===== src/rtl/scpi_hdr_pkg.sv =====
// Shared types, character codes and the keyword ROM for the SCPI header recogniser.
// No dependencies.
`default_nettype none

package scpi_hdr_pkg;

    localparam int KEYWORD_COUNT_DEF = 19;
    localparam int KW_SLOTS          = 32;
    localparam int KW_POS            = 9;   // usable characters per keyword

    typedef enum logic [1:0] {
        KIND_CMD = 2'd0,
        KIND_ERR = 2'd1,
        KIND_ARG = 2'd2,
        KIND_EOL = 2'd3
    } kind_t;

    localparam logic [7:0] CH_COLON = 8'h3A;
    localparam logic [7:0] CH_SPACE = 8'h20;
    localparam logic [7:0] CH_CR    = 8'h0D;
    localparam logic [7:0] CH_LF    = 8'h0A;

    // keywords left-justified, first character in the top byte, zero padded
    localparam logic [8*KW_POS-1:0] KW_ROM [KW_SLOTS] = '{
        0:  {"*IDN ?",    24'h0},
        1:  {"*IDN?",     32'h0},
        2:  {"RUN",       48'h0},
        3:  {"STOP",      40'h0},
        4:  {"*RST",      40'h0},
        5:  {"AUTOSCALE"},
        6:  {"REQUEST ?"},
        7:  {"DISPLAY",   16'h0},
        8:  {"DISP",      40'h0},
        9:  {"CHANNEL1",   8'h0},
        10: {"CHAN1",     32'h0},
        11: {"CHANNEL2",   8'h0},
        12: {"CHAN2",     32'h0},
        13: {"TRIGGER",   16'h0},
        14: {"TRIG",      40'h0},
        15: {"TBASE",     32'h0},
        16: {"TBAS",      40'h0},
        17: {"KEY",       48'h0},
        18: {"GOVERNOR",   8'h0},
        default: '0
    };

    function automatic logic [7:0] kw_char(input logic [4:0] slot, input logic [3:0] pos);
        logic [8*KW_POS-1:0] word;
        logic [7:0]          ch;
        word = KW_ROM[slot];
        ch   = 8'h00;
        for (int p = 0; p < KW_POS; p++)
        begin
            if (pos == 4'(p))
            begin
                ch = word[8*(KW_POS-p)-1 -: 8];
            end
        end
        return ch;
    endfunction

    function automatic logic [7:0] to_upper(input logic [7:0] c);
        return (c >= 8'h61 && c <= 8'h7A) ? c - 8'h20 : c;
    endfunction

    function automatic logic is_line_end(input logic [7:0] c);
        return (c == CH_CR) || (c == CH_LF);
    endfunction

endpackage

`default_nettype wire


===== src/rtl/scpi_hdr_if.sv =====
// Valid/ready channel interfaces: command bytes in, recogniser results out.
// Uses scpi_hdr_pkg for the result kind type.
`default_nettype none

interface scpi_hdr_in_if;
    logic       valid;
    logic       ready;
    logic [7:0] in_byte;

    modport source (output valid, output in_byte, input ready);
    modport sink   (input valid, input in_byte, output ready);
endinterface

interface scpi_hdr_out_if;
    logic                valid;
    logic                ready;
    scpi_hdr_pkg::kind_t kind;
    logic [4:0]          command_index;
    logic [7:0]          arg_byte;

    modport source (output valid, output kind, output command_index, output arg_byte,
                    input ready);
    modport sink   (input valid, input kind, input command_index, input arg_byte,
                    output ready);
endinterface

`default_nettype wire


===== src/rtl/scpi_hdr_kw_match.sv =====
// Keyword ROM compare: narrows the live set by one character and finds the
// lowest live entry. Depends on scpi_hdr_pkg.
`default_nettype none

module scpi_hdr_kw_match #(
    parameter int KEYWORD_COUNT = scpi_hdr_pkg::KEYWORD_COUNT_DEF
) (
    input  wire logic [KEYWORD_COUNT-1:0] live_src,
    input  wire logic [3:0]               pos,
    input  wire logic [7:0]               ch,
    output logic      [KEYWORD_COUNT-1:0] live_filt,
    input  wire logic [KEYWORD_COUNT-1:0] live_cur,
    output logic                          found,
    output logic      [4:0]               index
);

    logic [7:0] rom_ch [KEYWORD_COUNT];

    always_comb
    begin
        for (int k = 0; k < KEYWORD_COUNT; k++)
        begin
            rom_ch[k]    = scpi_hdr_pkg::kw_char(5'(k), pos);
            live_filt[k] = live_src[k] && (rom_ch[k] != 8'h00) && (rom_ch[k] == ch);
        end
    end

    // lowest set bit wins
    always_comb
    begin
        found = |live_cur;
        index = 5'd0;
        for (int k = KEYWORD_COUNT - 1; k >= 0; k--)
        begin
            if (live_cur[k])
            begin
                index = 5'(k);
            end
        end
    end

endmodule

`default_nettype wire


===== src/rtl/scpi_header_recognizer.sv =====
// SCPI header recogniser: each accepted beat passes the input register, then the result register.
// Throughput: one byte per cycle while the result side takes beats; the input register and the
// result register each hold one beat, so a stalled result blocks at most two bytes upstream.
// A byte in the input register fires once the result register is free; its result (if any) is registered then.
// Reset (rst_n, asynchronous, active low): phase back to separator skipping, all keywords live,
// header length zero, both pipeline registers empty.
`default_nettype none

module scpi_header_recognizer #(
    parameter int KEYWORD_COUNT = scpi_hdr_pkg::KEYWORD_COUNT_DEF
) (
    input  wire logic       clk,
    input  wire logic       rst_n,
    scpi_hdr_in_if.sink     cmd,
    scpi_hdr_out_if.source  res
);

    typedef enum logic [1:0] {
        PH_SKIP    = 2'd0,   // eating leading ':', CR, LF
        PH_HEADER  = 2'd1,   // collecting header characters
        PH_ARGS    = 2'd2,   // passing argument bytes
        PH_DISCARD = 2'd3    // dropping the rest of a bad line
    } phase_t;

    localparam logic [KEYWORD_COUNT-1:0] ALL_LIVE = {KEYWORD_COUNT{1'b1}};

    // input register stage
    logic       s1_valid_reg, s1_valid_next;
    logic [7:0] s1_byte_reg,  s1_byte_next;

    // parser state
    phase_t                   phase_reg,  phase_next;
    logic [KEYWORD_COUNT-1:0] live_reg,   live_next;
    logic [3:0]               len_reg,    len_next;

    // result register
    logic                out_valid_reg, out_valid_next;
    scpi_hdr_pkg::kind_t kind_reg,      kind_next;
    logic [4:0]          index_reg,     index_next;
    logic [7:0]          arg_reg,       arg_next;

    logic                     out_free;
    logic                     s1_fire;
    logic [7:0]               c;
    logic                     is_term;
    logic                     emit;
    scpi_hdr_pkg::kind_t      emit_kind;
    logic [4:0]               emit_index;
    logic [7:0]               emit_arg;
    logic [KEYWORD_COUNT-1:0] live_src;
    logic [3:0]               pos;
    logic [KEYWORD_COUNT-1:0] live_filt;
    logic                     found;
    logic [4:0]               found_index;

    // result register frees up when empty or drained this cycle
    assign out_free  = !out_valid_reg || res.ready;
    assign s1_fire   = s1_valid_reg && out_free;
    assign cmd.ready = !s1_valid_reg || s1_fire;

    assign c       = scpi_hdr_pkg::to_upper(s1_byte_reg);
    assign is_term = (c == scpi_hdr_pkg::CH_COLON) || (c == scpi_hdr_pkg::CH_SPACE) ||
                     scpi_hdr_pkg::is_line_end(c);

    // first header character always compares against the full ROM at position zero
    assign live_src = (phase_reg == PH_SKIP) ? ALL_LIVE : live_reg;
    assign pos      = (phase_reg == PH_SKIP) ? 4'd0 : len_reg;

    scpi_hdr_kw_match #(
        .KEYWORD_COUNT (KEYWORD_COUNT)
    ) u_kw_match (
        .live_src  (live_src),
        .pos       (pos),
        .ch        (c),
        .live_filt (live_filt),
        .live_cur  (live_reg),
        .found     (found),
        .index     (found_index)
    );

    always_comb
    begin
        phase_next = phase_reg;
        live_next  = live_reg;
        len_next   = len_reg;
        emit       = 1'b0;
        emit_kind  = scpi_hdr_pkg::KIND_CMD;
        emit_index = 5'd0;
        emit_arg   = 8'h00;

        unique case (phase_reg)
            PH_SKIP:
            begin
                if (c == scpi_hdr_pkg::CH_SPACE)
                begin
                    // empty header: line dropped silently
                    phase_next = PH_DISCARD;
                end
                else if (!is_term)
                begin
                    live_next  = live_filt;
                    len_next   = 4'd1;
                    phase_next = PH_HEADER;
                end
            end
            PH_HEADER:
            begin
                if (is_term)
                begin
                    emit = 1'b1;
                    if (found)
                    begin
                        emit_kind  = scpi_hdr_pkg::KIND_CMD;
                        emit_index = found_index;
                    end
                    else
                    begin
                        emit_kind = scpi_hdr_pkg::KIND_ERR;
                    end
                    // CR/LF closes the line with no separate line-end beat
                    if (scpi_hdr_pkg::is_line_end(c))
                    begin
                        phase_next = PH_SKIP;
                    end
                    else
                    begin
                        phase_next = found ? PH_ARGS : PH_DISCARD;
                    end
                    live_next = ALL_LIVE;
                    len_next  = 4'd0;
                end
                else
                begin
                    live_next = live_filt;
                    if (len_reg != 4'd15)
                    begin
                        len_next = len_reg + 4'd1;
                    end
                end
            end
            PH_ARGS:
            begin
                emit = 1'b1;
                if (scpi_hdr_pkg::is_line_end(c))
                begin
                    emit_kind  = scpi_hdr_pkg::KIND_EOL;
                    phase_next = PH_SKIP;
                end
                else
                begin
                    emit_kind = scpi_hdr_pkg::KIND_ARG;
                    emit_arg  = c;
                end
            end
            PH_DISCARD:
            begin
                if (scpi_hdr_pkg::is_line_end(c))
                begin
                    phase_next = PH_SKIP;
                end
            end
            default:
            begin
                phase_next = PH_SKIP;
            end
        endcase

        if (!s1_fire)
        begin
            phase_next = phase_reg;
            live_next  = live_reg;
            len_next   = len_reg;
        end
    end

    always_comb
    begin
        s1_byte_next  = s1_byte_reg;
        s1_valid_next = s1_valid_reg;
        if (cmd.valid && cmd.ready)
        begin
            s1_valid_next = 1'b1;
            s1_byte_next  = cmd.in_byte;
        end
        else if (s1_fire)
        begin
            s1_valid_next = 1'b0;
        end

        out_valid_next = out_valid_reg;
        kind_next      = kind_reg;
        index_next     = index_reg;
        arg_next       = arg_reg;
        if (s1_fire)
        begin
            out_valid_next = emit;
            if (emit)
            begin
                kind_next  = emit_kind;
                index_next = emit_index;
                arg_next   = emit_arg;
            end
        end
        else if (res.ready)
        begin
            out_valid_next = 1'b0;
        end
    end

    always_ff @(posedge clk or negedge rst_n)
    begin
        if (!rst_n)
        begin
            s1_valid_reg  <= 1'b0;
            phase_reg     <= PH_SKIP;
            live_reg      <= ALL_LIVE;
            len_reg       <= 4'd0;
            out_valid_reg <= 1'b0;
        end
        else
        begin
            s1_valid_reg  <= s1_valid_next;
            phase_reg     <= phase_next;
            live_reg      <= live_next;
            len_reg       <= len_next;
            out_valid_reg <= out_valid_next;
        end
    end

    // payload registers, no reset needed
    always_ff @(posedge clk)
    begin
        s1_byte_reg <= s1_byte_next;
        kind_reg    <= kind_next;
        index_reg   <= index_next;
        arg_reg     <= arg_next;
    end

    assign res.valid         = out_valid_reg;
    assign res.kind          = kind_reg;
    assign res.command_index = index_reg;
    assign res.arg_byte      = arg_reg;

endmodule

`default_nettype wire


===== src/flat_wrapper.sv =====
// flat-port wrapper written by rule: the top's interface ports become plain ports
module scpi_header_recognizer_flat 
#(
    parameter int KEYWORD_COUNT = scpi_hdr_pkg::KEYWORD_COUNT_DEF
)
  (clk, rst_n, cmd_valid, cmd_in_byte, cmd_ready, res_valid, res_kind, res_command_index, res_arg_byte, res_ready);
  scpi_hdr_in_if cmd_i ();
  scpi_hdr_out_if res_i ();
  input  wire logic clk;
  input  wire logic rst_n;
  input wire logic [$bits(cmd_i.valid)-1:0] cmd_valid;
  input wire logic [$bits(cmd_i.in_byte)-1:0] cmd_in_byte;
  output wire logic [$bits(cmd_i.ready)-1:0] cmd_ready;
  output wire logic [$bits(res_i.valid)-1:0] res_valid;
  output wire logic [$bits(res_i.kind)-1:0] res_kind;
  output wire logic [$bits(res_i.command_index)-1:0] res_command_index;
  output wire logic [$bits(res_i.arg_byte)-1:0] res_arg_byte;
  input wire logic [$bits(res_i.ready)-1:0] res_ready;
  assign cmd_i.valid = cmd_valid;
  assign cmd_i.in_byte = cmd_in_byte;
  assign cmd_ready = cmd_i.ready;
  assign res_valid = res_i.valid;
  assign res_kind = res_i.kind;
  assign res_command_index = res_i.command_index;
  assign res_arg_byte = res_i.arg_byte;
  assign res_i.ready = res_ready;
  scpi_header_recognizer #(.KEYWORD_COUNT(KEYWORD_COUNT)) u_core (.clk(clk), .rst_n(rst_n), .cmd(cmd_i), .res(res_i));
endmodule

===== config.mk =====
export PLATFORM = sky130hd
export DESIGN_NAME = scpi_header_recognizer_flat
export DESIGN_NICKNAME = d
export VERILOG_FILES = /design/src/rtl/scpi_hdr_pkg.sv /design/src/rtl/scpi_hdr_if.sv /design/src/rtl/scpi_hdr_kw_match.sv /design/src/rtl/scpi_header_recognizer.sv /design/src/flat_wrapper.sv
export SDC_FILE = /design/constraint.sdc
export NUM_CORES = 1
export LEC_CHECK = 0
export BUFFER_PORTS_ARGS = -buffer_cell sky130_fd_sc_hd__buf_2
export CAP_MARGIN = 40
export CORE_UTILIZATION = 50
export DETAILED_ROUTE_END_ITERATION = 16
export PLACE_DENSITY_LB_ADDON = 0.2
export RECOVER_POWER = 50
export SLEW_MARGIN = 20
export SYNTH_ARGS = -nofsm -noshare
export SYNTH_HDL_FRONTEND = slang
export SYNTH_SLANG_ARGS = --single-unit
export TNS_END_PERCENT = 1

===== constraint.sdc =====
create_clock -name clk -period 3.5 [get_ports clk]
set_input_delay 0.175 -clock clk [delete_from_list [all_inputs] [get_ports clk]]
set_output_delay 0.175 -clock clk [all_outputs]
set_load 0.05 [all_outputs]

# Word-level counts from Yosys, hierarchy flattened

Index checks and enable logic that the tools add are counted.

Register bits: 50
Input port bits: 12
Logic and storage cells: 330

$add $sub $neg: 2
Magnitude comparators: 2
Eq/ne operators: 41
Muxes and demuxes: 184
Bitwise operators: 4
Reductions and logical operators: 84

Operators with widths:

| kind                                                                   | count |
|---|---|
| 8-bit two-way mux                                                      | 128 |
| 8-bit == test                                                          | 19 |
| 8-bit nonzero test                                                     | 19 |
| 19-bit two-way mux                                                     | 4 |
| 7-bit two-way mux                                                      | 9 |
| 4-bit two-way mux                                                      | 13 |
| 1-bit logical AND                                                      | 41 |
| 19-bit one-hot mux with 2 select lines                                 | 1 |
| 19-bit OR reduction                                                    | 2 |
| 4-bit by 3-bit == test with 1-bit output (second input constant)       | 4 |
| 8-bit by 4-bit == test with 1-bit output (second input constant)       | 2 |
| 8-bit by 6-bit == test with 1-bit output (second input constant)       | 2 |
| 2-bit two-way mux                                                      | 8 |
| 5-bit two-way mux                                                      | 3 |
| 3-bit two-way mux                                                      | 4 |
| 11-bit OR reduction                                                    | 1 |
| 1-bit two-way mux                                                      | 9 |
| 4-bit by 2-bit == test with 1-bit output (second input constant)       | 2 |
| 8-bit by 7-bit >= comparator with 1-bit output (second input constant) | 1 |
| 8-bit by 7-bit <= comparator with 1-bit output (second input constant) | 1 |
| 4-bit one-hot mux with 2 select lines                                  | 1 |
| 4-bit AND reduction                                                    | 2 |
| 8-bit by 6-bit subtractor with 8-bit output (second input constant)    | 1 |
| 7-bit OR reduction                                                     | 1 |
| other kinds (25)                                                       | 39 |

# Logic depth before layout (Yosys ltp)

Gate-level depths: netlist (run 1).

Depth after elaboration: 18
Gate-level depth with buffers: 10
Mapped depth without buffers: 8

# Modules after synthesis

A second synthesis (run 1) with hierarchy kept.

Cells, all modules: 561
Area, all modules: 4,714.5 um^2

By module, submodules not included:

| module                 | times used | cells each | area each (um^2) | seq. area each (um^2) |
|---|---|---|---|---|
| scpi_header_recognizer | 1          | 206        | 2,472.4          | 1,390.1 |
| scpi_hdr_kw_match      | 1          | 355        | 2,242.2          | 0.0 |

# Worst setup path after synthesis (run 1)

OpenSTA, ideal clock, no wires.

Path kind: register -> register
From: reg u_core.s1_byte_reg[5]
To: reg u_core.arg_reg[0], in the netlist u_core.res.arg_byte[0] (enable)
Data arrival time: 3.055 ns
Required time: 3.091 ns
Slack: 0.035 ns
Cell stages (with the launch flop): 10
Path buffers: 1
Period minus slack after synthesis: 3.465 ns
Cell sequence: edfxtp_1 buf_2 inv_1 ha_1 nand2_1 or2_2 o32a_1 nor2_4 a21oi_1 nor3b_1

Cells in the longest elaborated chain, start to end: 9
Elaborated cells on any way between the ends: 15
Classes of those cells: add/sub: 1; order compare: 2; eq/ne: 4; mux: 3; reduce/logical: 5

Ends and longest elaborated chain:

| element                                                                                                          | RTL line                                         | source |
|---|---|---|
| start, declared                                                                                                  | scpi_header_recognizer.sv:29                     | `logic [7:0] s1_byte_reg, s1_byte_next;` |
| start signal, assigned                                                                                           | scpi_header_recognizer.sv:233                    | `s1_byte_reg <= s1_byte_next;` |
| 8-bit by 7-bit >= comparator with 1-bit output or 8-bit by 7-bit <= comparator with 1-bit output (tied branches) | scpi_hdr_pkg.sv:63                               | `return (c >= 8'h61 && c <= 8'h7A) ? c - 8'h20 : c;` |
| 1-bit logical AND                                                                                                | scpi_hdr_pkg.sv:63                               |  |
| 8-bit two-way mux (*)                                                                                            | scpi_hdr_pkg.sv:63                               |  |
| 8-bit by 6-bit == test with 1-bit output or 8-bit by 4-bit == test with 1-bit output (tied branches)             | scpi_header_recognizer.sv:62, scpi_hdr_pkg.sv:67 |  |
| 1-bit logical OR, on equally long branches                                                                       | scpi_header_recognizer.sv:62, scpi_hdr_pkg.sv:67 |  |
| 1-bit logical OR (*)                                                                                             | scpi_header_recognizer.sv:62                     | `assign is_term = (c == scpi_hdr_pkg::CH_COLON) \|\| (c == scpi_hdr_pkg::CH_SPACE) \|\|` |
| 1-bit two-way mux (*)                                                                                            | scpi_header_recognizer.sv:108                    | `if (is_term)` |
| 1-bit one-hot mux with 2 select lines (*)                                                                        | scpi_header_recognizer.sv:91                     | `unique case (phase_reg)` |
| 2-bit AND reduction (no source line) (*)                                                                         | n/a                                              |  |
| end signal, assigned                                                                                             | scpi_header_recognizer.sv:236                    | `arg_reg <= arg_next;` |
| end, declared                                                                                                    | scpi_header_recognizer.sv:40                     | `logic [7:0] arg_reg, arg_next;` |

Every way passes the cells marked *; elsewhere a longest branch is shown, timed or not.
A chain may end at the register's enable or synchronous reset.

# Worst setup path after layout (run 1)

From: reg u_core.s1_byte_reg[5]
To: reg u_core.arg_reg[6], in the netlist u_core.res.arg_byte[6] (enable)

Same word-level chain as after synthesis.

==> results of run 1 <==
-- power groups by stage --
stage	combinational, mW	clock, mW	sequential, mW
final	2.88	0.339	1.20
after global routing	3.12	0.356	1.22
after CTS	2.81	0.346	1.18
after detailed placement	2.79	0	1.19
after global placement	2.76	0	1.18
after floorplan	2.08	0	1.10
-- Yosys cell counts, types with 6 or more instances --
cell	number	area share, %
a211oi_1	11	1.7
a21o_1	6	0.94
a21oi_1	47	4.9
a22o_1	6	1.1
a31oi_1	9	1.2
and3_1	10	1.3
buf_1	8	0.62
buf_2	20	2.1
clkbuf_1	22	1.7
dfrtp_1	8	4.2
dfstp_2	19	10
edfxtp_1	23	14
ha_1	7	1.8
inv_1	12	0.94
mux2i_1	9	1.9
nand2_1	34	2.7
nand2b_1	15	2.0
nand3_1	26	2.7
nand3b_1	6	0.94
nand4_1	13	1.7
nor2_1	64	5.0
nor2b_1	13	1.7
nor3_1	29	3.0
nor3b_1	7	1.1
nor4_1	6	0.78
o211ai_1	6	0.94
o21a_1	6	0.94
o21ai_0	26	2.7
or2_2	6	0.78
xnor2_1	20	3.6
xor2_1	12	2.2
-- layer usage --
layer / share of wire [%] / track usage (%) / wire (um) / vias to the layer above
li1: - / - / - / 2283
met1: 42 / 45.4 / 6610 / 2376
met2: 43 / 49.5 / 6830 / 314
met3: 11 / 7.03 / 1820 / 58
met4: 3.9 / 13.5 / 613 / 0
met5: 0 / 0 / 0 / -
-- metrics by stage --
stage | utilization, % | worst slack, ns | area, sq um | cells | hold slack (ns)
floorplan | - | 0.0352 | 4810 | 606 | -0.121
global placement | 54.8 | 0.744 | 5080 | 735 | 0.228
detailed placement | 54.8 | 0.671 | 5080 | 735 | 0.236
CTS | 55.8 | 0.655 | 5180 | 743 | 0.0341
global route | 55.6 | 0.461 | 5160 | 743 | 0.0307
finish | 55.6 | 0.634 | 5160 | 743 | 0.0349
-- critical path, stage by stage, from the launching register on --
cell	delay [ns]
edfxtp_1	0.53
inv_1	0.16
ha_1	0.36
nand2_1	0.10
or2_2	0.31
o32a_1	0.35
nor2_4	0.19
a21oi_1	0.12
nor3b_2	0.20
buf_4	0.24
-- path summary, 6_finish.rpt --
| path | startpoint | slack (ns) | to | depth (start not counted) |
|---|---|---|---|---|
| max in group asynchronous | rst_n | 1.82 | u_core.len_reg[2]$_DFFE_PN0P_ | 2 |
| worst min-delay path | cmd_in_byte[6] | 0.03 | u_core.s1_byte_reg[6]$_DFFE_PP_ | 1 |
| min in group asynchronous | rst_n | 0.78 | u_core.len_reg[1]$_DFFE_PN0P_ | 2 |
| worst max-delay path | u_core.s1_byte_reg[5]$_DFFE_PP_ | 0.63 | u_core.res.arg_byte[6]$_SDFFCE_PP0P_ | 9 |
| worst max register to register | u_core.s1_byte_reg[5]$_DFFE_PP_ | 0.63 | u_core.res.arg_byte[6]$_SDFFCE_PP0P_ | 9 |
| worst min register to register | u_core.live_reg[10]$_DFFE_PN1P_ | 0.54 | u_core.live_reg[10]$_DFFE_PN1P_ | 2 |
-- layout make-up --
class / instances / area share [%]
Multi-Input combinational cell: 492 / 61.3
Sequential cell: 50 / 27.0
Clock inverter: 2 / 0.291
Timing Repair Buffer: 51 / 5.94
Clock buffer: 5 / 1.33
Inverter: 14 / 1.02
Tap cell: 129 / 3.13
-- cell families after synthesis --
family / share of synthesized area [%]
AOI/OAI and AO/OA: 26.9
xor gates and xnor gates: 5.83
adders and majority gates: 1.82
buffers and inverters: 5.51
DFF: 28.9
muxes: 2.34
and+or+nand+nor: 28.7
==> qor.yml, run 1 <==
status:
  status: "complete, but fails checks"
  failed_checks: "capacitance limit, slew limit"
synth:
  syn-num-nets: 625
  synth_area_sq_um: 4810
  ys_warn_count: 0
  syn_inst: 606
  netlist-cell-type-count: 84
  yosys_most_used_dff: "edfxtp_1"
  syn_avg_cell_area_sq_um: 7.94
  ys_seq_area_share_pct: 28.9
  postSynth.asyncResetShare_pct: 54.0
  synth_edf_count: 23
  ys_ff_latch: 50
global_route:
  grt_pass1_vias: 4512
  track_usage_pct: 32.7
  gr-total-overflow: 0
  antenna_found_initial: 0
  grt_max_degree: 36
  grt_pass1_wl_um: 25200
floorplan:
  rows: 35
  dieHeight_um: 100
  core_sq_um: 9280
  io-pin-count: 29
  die-area_sq_um: 10000
  die_x_um: 100
  start_util_pct: 51.8
min_path:
  hp-class: "in -> reg"
clocking:
  cts_buffers: 5
  cts_resized: 0
  clk_pin_slew_ns: 0.09
  clockRootBuffer: "clkbuf_8"
  clkLatencyLatePin_ns: 0.31
  cts_buffer_depth: 2
  post_cts_buffers: 0
  clock-sinks: 50
  hold_buffers: 1
  htreeDepth: 2
  cts_tree: "yes"
routing:
  via_per_inst: 6.77
  post-route-drc-count: 0
  via_count: 5031
  detail_route.wl_per_cell_um: 21.4
  drt_iter0_drc: 552
  drtPass1Iterations: 5
  route.antenna.remaining_nets: 0
  routed_wl_um: 15900
layout:
  layout_commonest_cell: "nor2_1"
  n_fill_cell: 905
  n_antenna_cell: 0
  layout.nets: 633
  largest_reg_flops: 19
  syn_to_final_growth_pct: 7.20
  mostFrequentLayoutCells: "64 x nor2_1, 47 x a21oi_1, 34 x nand2_1"
  layout-drive-gt1-share_pct: 13.4
  regArea_sq_um: 1390
  multi_input_area_sq_um: 3160
pwr:
  power-per-cell-area_nw_per_um2: 857
  power.total_mw: 4.42
  peakVddDrop_v: 0.000454
  intPower_mw: 2.08
  p_leak_nw: 1.77
  p_clk_share_pct: 7.7
  comb_power_share_pct: 65.1
  p_sw_share_pct: 53.1
  power.switching_mw: 2.35
  p_seq_share_pct: 27.2
sta:
  finalCriticalPeriod_ns: 2.87
  fin_worst_skew_ns: 0.00625
  finalHoldViolCount: 0
  tns_ns: 0
  finalSetupViolations: 0
  fmax_mhz: 349
  rsz0062_at_grt: "no"
  post-route-period-util_pct: 81.9
  slew_headroom_pct: -3.92
  slew_viol_final: 28
  worstMarginPinSlew_ns: 1.56
placed_design:
  place.gp.congestion: 1.00
  place_hpwl_um: 11500
  port_buffers: 28
worst_setup_path:
  cp.arrival_ns: 2.88
  cp_max_fo: 15
  critPathRequiredTime_ns: 3.52
  worstSetupPathType: "reg -> reg"
  start_kind: "flop"
  endpoint_kind: "flop"
job:
  maxCapViolations: 1
No activity file was read; power rests on OpenSTA's default activity.
==> inputs of run 2 (changes only) <==
- clock period: 3.5 -> 2.8 ns (I/O delays scaled with it)
==> run 2 against run 1 <==
  * The run still ends with capacitance limit, slew limit left
  * Sequential cell count stayed put
  * First-iteration DRC count up 29%
  * Critical path depth unchanged
  * Maximum frequency up 8.2%
  * Total power rose by 28%
  * Worst hold slack worse by 0.027 ns
  * Clock power grew 25%
  * Routed wire length fell by 3.6%
  * Worst setup slack worse by 0.48 ns
  * Final cell count grew 2.8%
  * Register-to-register slack got worse by 0.48 ns
  * Die area is the same
==> qor.yml, run 2 (synthesis gave the netlist of run 1 again) <==
status:
  status: "complete, but fails checks"
  failed_checks: "capacitance limit, slew limit"
clocking:
  cts_tree: "yes"
  clkLatencyLatePin_ns: 0.31  # about the same
  clk_pin_slew_ns: 0.09  # about the same
  clock-sinks: 50  # unchanged
  htreeDepth: 2  # unchanged
  clockRootBuffer: "clkbuf_8"
  cts_buffer_depth: 2  # unchanged
  cts_buffers: 5  # unchanged
floorplan:
  core_sq_um: 9280  # unchanged
  start_util_pct: 51.8  # unchanged
  rows: 35  # unchanged
  die_x_um: 100  # unchanged
  die-area_sq_um: 10000  # unchanged
  dieHeight_um: 100  # unchanged
  io-pin-count: 29  # unchanged
worst_setup_path:
  worstSetupPathType: "reg -> reg"
  reg2reg_slack_ns: 0.15  # -0.48 ns
  endpoint_kind: "flop"
  r2r_start: "u_core.s1_byte_reg[5]$_DFFE_PP_"
  reg2reg_depth: 9  # unchanged
  r2r-end: "u_core.res.command_index[1]$_SDFFCE_PP0P_"
  cp_max_fo: 15  # unchanged
  start_kind: "flop"
  cp.arrival_ns: 2.67  # -0.21 ns
  critPathRequiredTime_ns: 2.82  # -0.70 ns
layout:
  layout.nets: 653  # +3.2%
  largest_reg_flops: 19  # unchanged
  fin_area_sq_um: 5350  # +3.7%
  n_antenna_cell: 0  # unchanged
  mostFrequentLayoutCells: "64 x nor2_1, 47 x a21oi_1, 34 x nand2_1"
  layout_commonest_cell: "nor2_1"
  layout-drive-gt1-share_pct: 15.0  # +1.6 points
  syn_to_final_growth_pct: 11.2
routing:
  routed_wl_um: 15300  # -3.6%
  route.antenna.remaining_nets: 0  # unchanged
  via_per_inst: 6.65  # -1.8%
  post-route-drc-count: 0  # unchanged
  drtPass1Iterations: 6  # +1
  detail_route.wl_per_cell_um: 20.0  # -6.2%
  drt_iter0_drc: 712  # +29%
  via_count: 5082  # +1.0%
global_route:
  grt_pass1_wl_um: 24500  # -2.4%
  grt_max_degree: 39  # +8.3%
  gr-total-overflow: 0  # unchanged
  grt_pass1_vias: 4518  # +0.13%
  antenna_found_initial: 0  # unchanged
  track_usage_pct: 31.4  # -1.3 points
pwr:
  p_leak_nw: 1.88  # +6.2%
  power.total_mw: 5.65  # +28%
  peakVddDrop_v: 0.000573  # +26%
  power-per-cell-area_nw_per_um2: 1060  # +23%
min_path:
  whs_path_depth: 1  # unchanged
  hp-class: "in -> reg"
  hp-start: "cmd_in_byte[2]"
  worstHoldEndpoint: "u_core.s1_byte_reg[2]$_DFFE_PP_"
placed_design:
  dpl_cell_area_sq_um: 5200  # +2.3%
  place_hpwl_um: 11200  # -2.5%
  port_buffers: 28  # unchanged
  place.gp.congestion: 0.968  # -3.5%
sta:
  rsz0062_at_grt: "no"
  worstMarginPinSlew_ns: 1.63  # +0.0747 ns
  finalHoldViolCount: 0  # unchanged
  finalCriticalPeriod_ns: 2.65  # -0.216 ns
  fin_worst_skew_ns: 0.00463  # -0.00162 ns
  fmax_mhz: 377  # +8.2%
  post-route-period-util_pct: 94.6  # +13 points
  finalSetupViolations: 0  # unchanged
  slew_viol_final: 28  # unchanged
  slew_headroom_pct: -8.89  # -5.0 points
  tns_ns: 0  # unchanged
job:
  maxCapViolations: 1  # unchanged
## run 2: repair_timing
item / in CTS / in global routing
setup buffers: 0 / 0
gates resized for setup: 0 / 1
endpoints found under the hold margin: 15 / 0
hold buffers: 8 / 0
setup endpoints to repair: 0 / 15
## run 2: worst max-delay path, cell delays in order (launching register included)
cell and delay, ns:
edfxtp_1 0.39, inv_1 0.10, ha_1 0.35, nand2_1 0.10
or2_2 0.30, o32a_1 0.35, nor2_4 0.21, a21oi_1 0.15
nor3b_4 0.21, buf_6 0.19
## run 2: layout make-up
| type | count | area [sq um] |
|---|---|---|
| Clock buffer | 5 | 68.8 |
| Clock inverter | 3 | 16.3 |
| Fill cell | 863 | 3940 |
| Inverter | 14 | 52.6 |
| Multi-Input combinational cell | 492 | 3170 |
| Sequential cell | 50 | 1390 |
| Tap cell | 129 | 161 |
| Timing Repair Buffer | 71 | 490 |
## run 2: worst max-delay path by stage
| stage | startpoint | endpoint | slack, ns |
|---|---|---|---|
| detailed placement | u_core.s1_byte_reg[5]$_DFFE_PP_ | u_core.res.command_index[4]$_SDFFCE_PP0P_ | 0.17 |
| CTS | u_core.s1_byte_reg[5]$_DFFE_PP_ | u_core.res.command_index[0]$_SDFFCE_PP0P_ | 0.14 |
| finish | u_core.s1_byte_reg[5]$_DFFE_PP_ | u_core.res.command_index[1]$_SDFFCE_PP0P_ | 0.15 |
| floorplan | u_core.s1_byte_reg[5]$_DFFE_PP_ | u_core.res.arg_byte[0]$_SDFFCE_PP0P_ | 0.01 |
| global route | u_core.s1_byte_reg[5]$_DFFE_PP_ | u_core.res.command_index[4]$_SDFFCE_PP0P_ | 0.02 |
| global placement | u_core.s1_byte_reg[5]$_DFFE_PP_ | u_core.res.command_index[4]$_SDFFCE_PP0P_ | 0.25 |
## run 2: through the flow
step	utilization, %	cells	hold WS (ns)	setup WS (ns)
2_1_floorplan	-	606	-0.156	0.0139
3_3_place_gp	55.9	747	0.197	0.251
3_5_place_dp	56.0	748	0.200	0.166
4_1_cts	57.8	764	0.00202	0.143
5_1_grt	57.6	764	0.00309	0.0175
6_report	57.6	764	0.00756	0.150
## run 2: where the power goes
group          leakage, nW  switching (mW)  total [mW]  internal, mW
clock network       0.0416           0.253       0.425         0.172
registers            0.512           0.355        1.45          1.10
logic                 1.32            2.33        3.77          1.44
## run 2: routing by layer
metal  GRT usage [%]  share of wire [%]
met3            3.83                9.9
met4            10.3                3.0
met1            45.2                 43
met5               0                  0
met2            49.1                 44
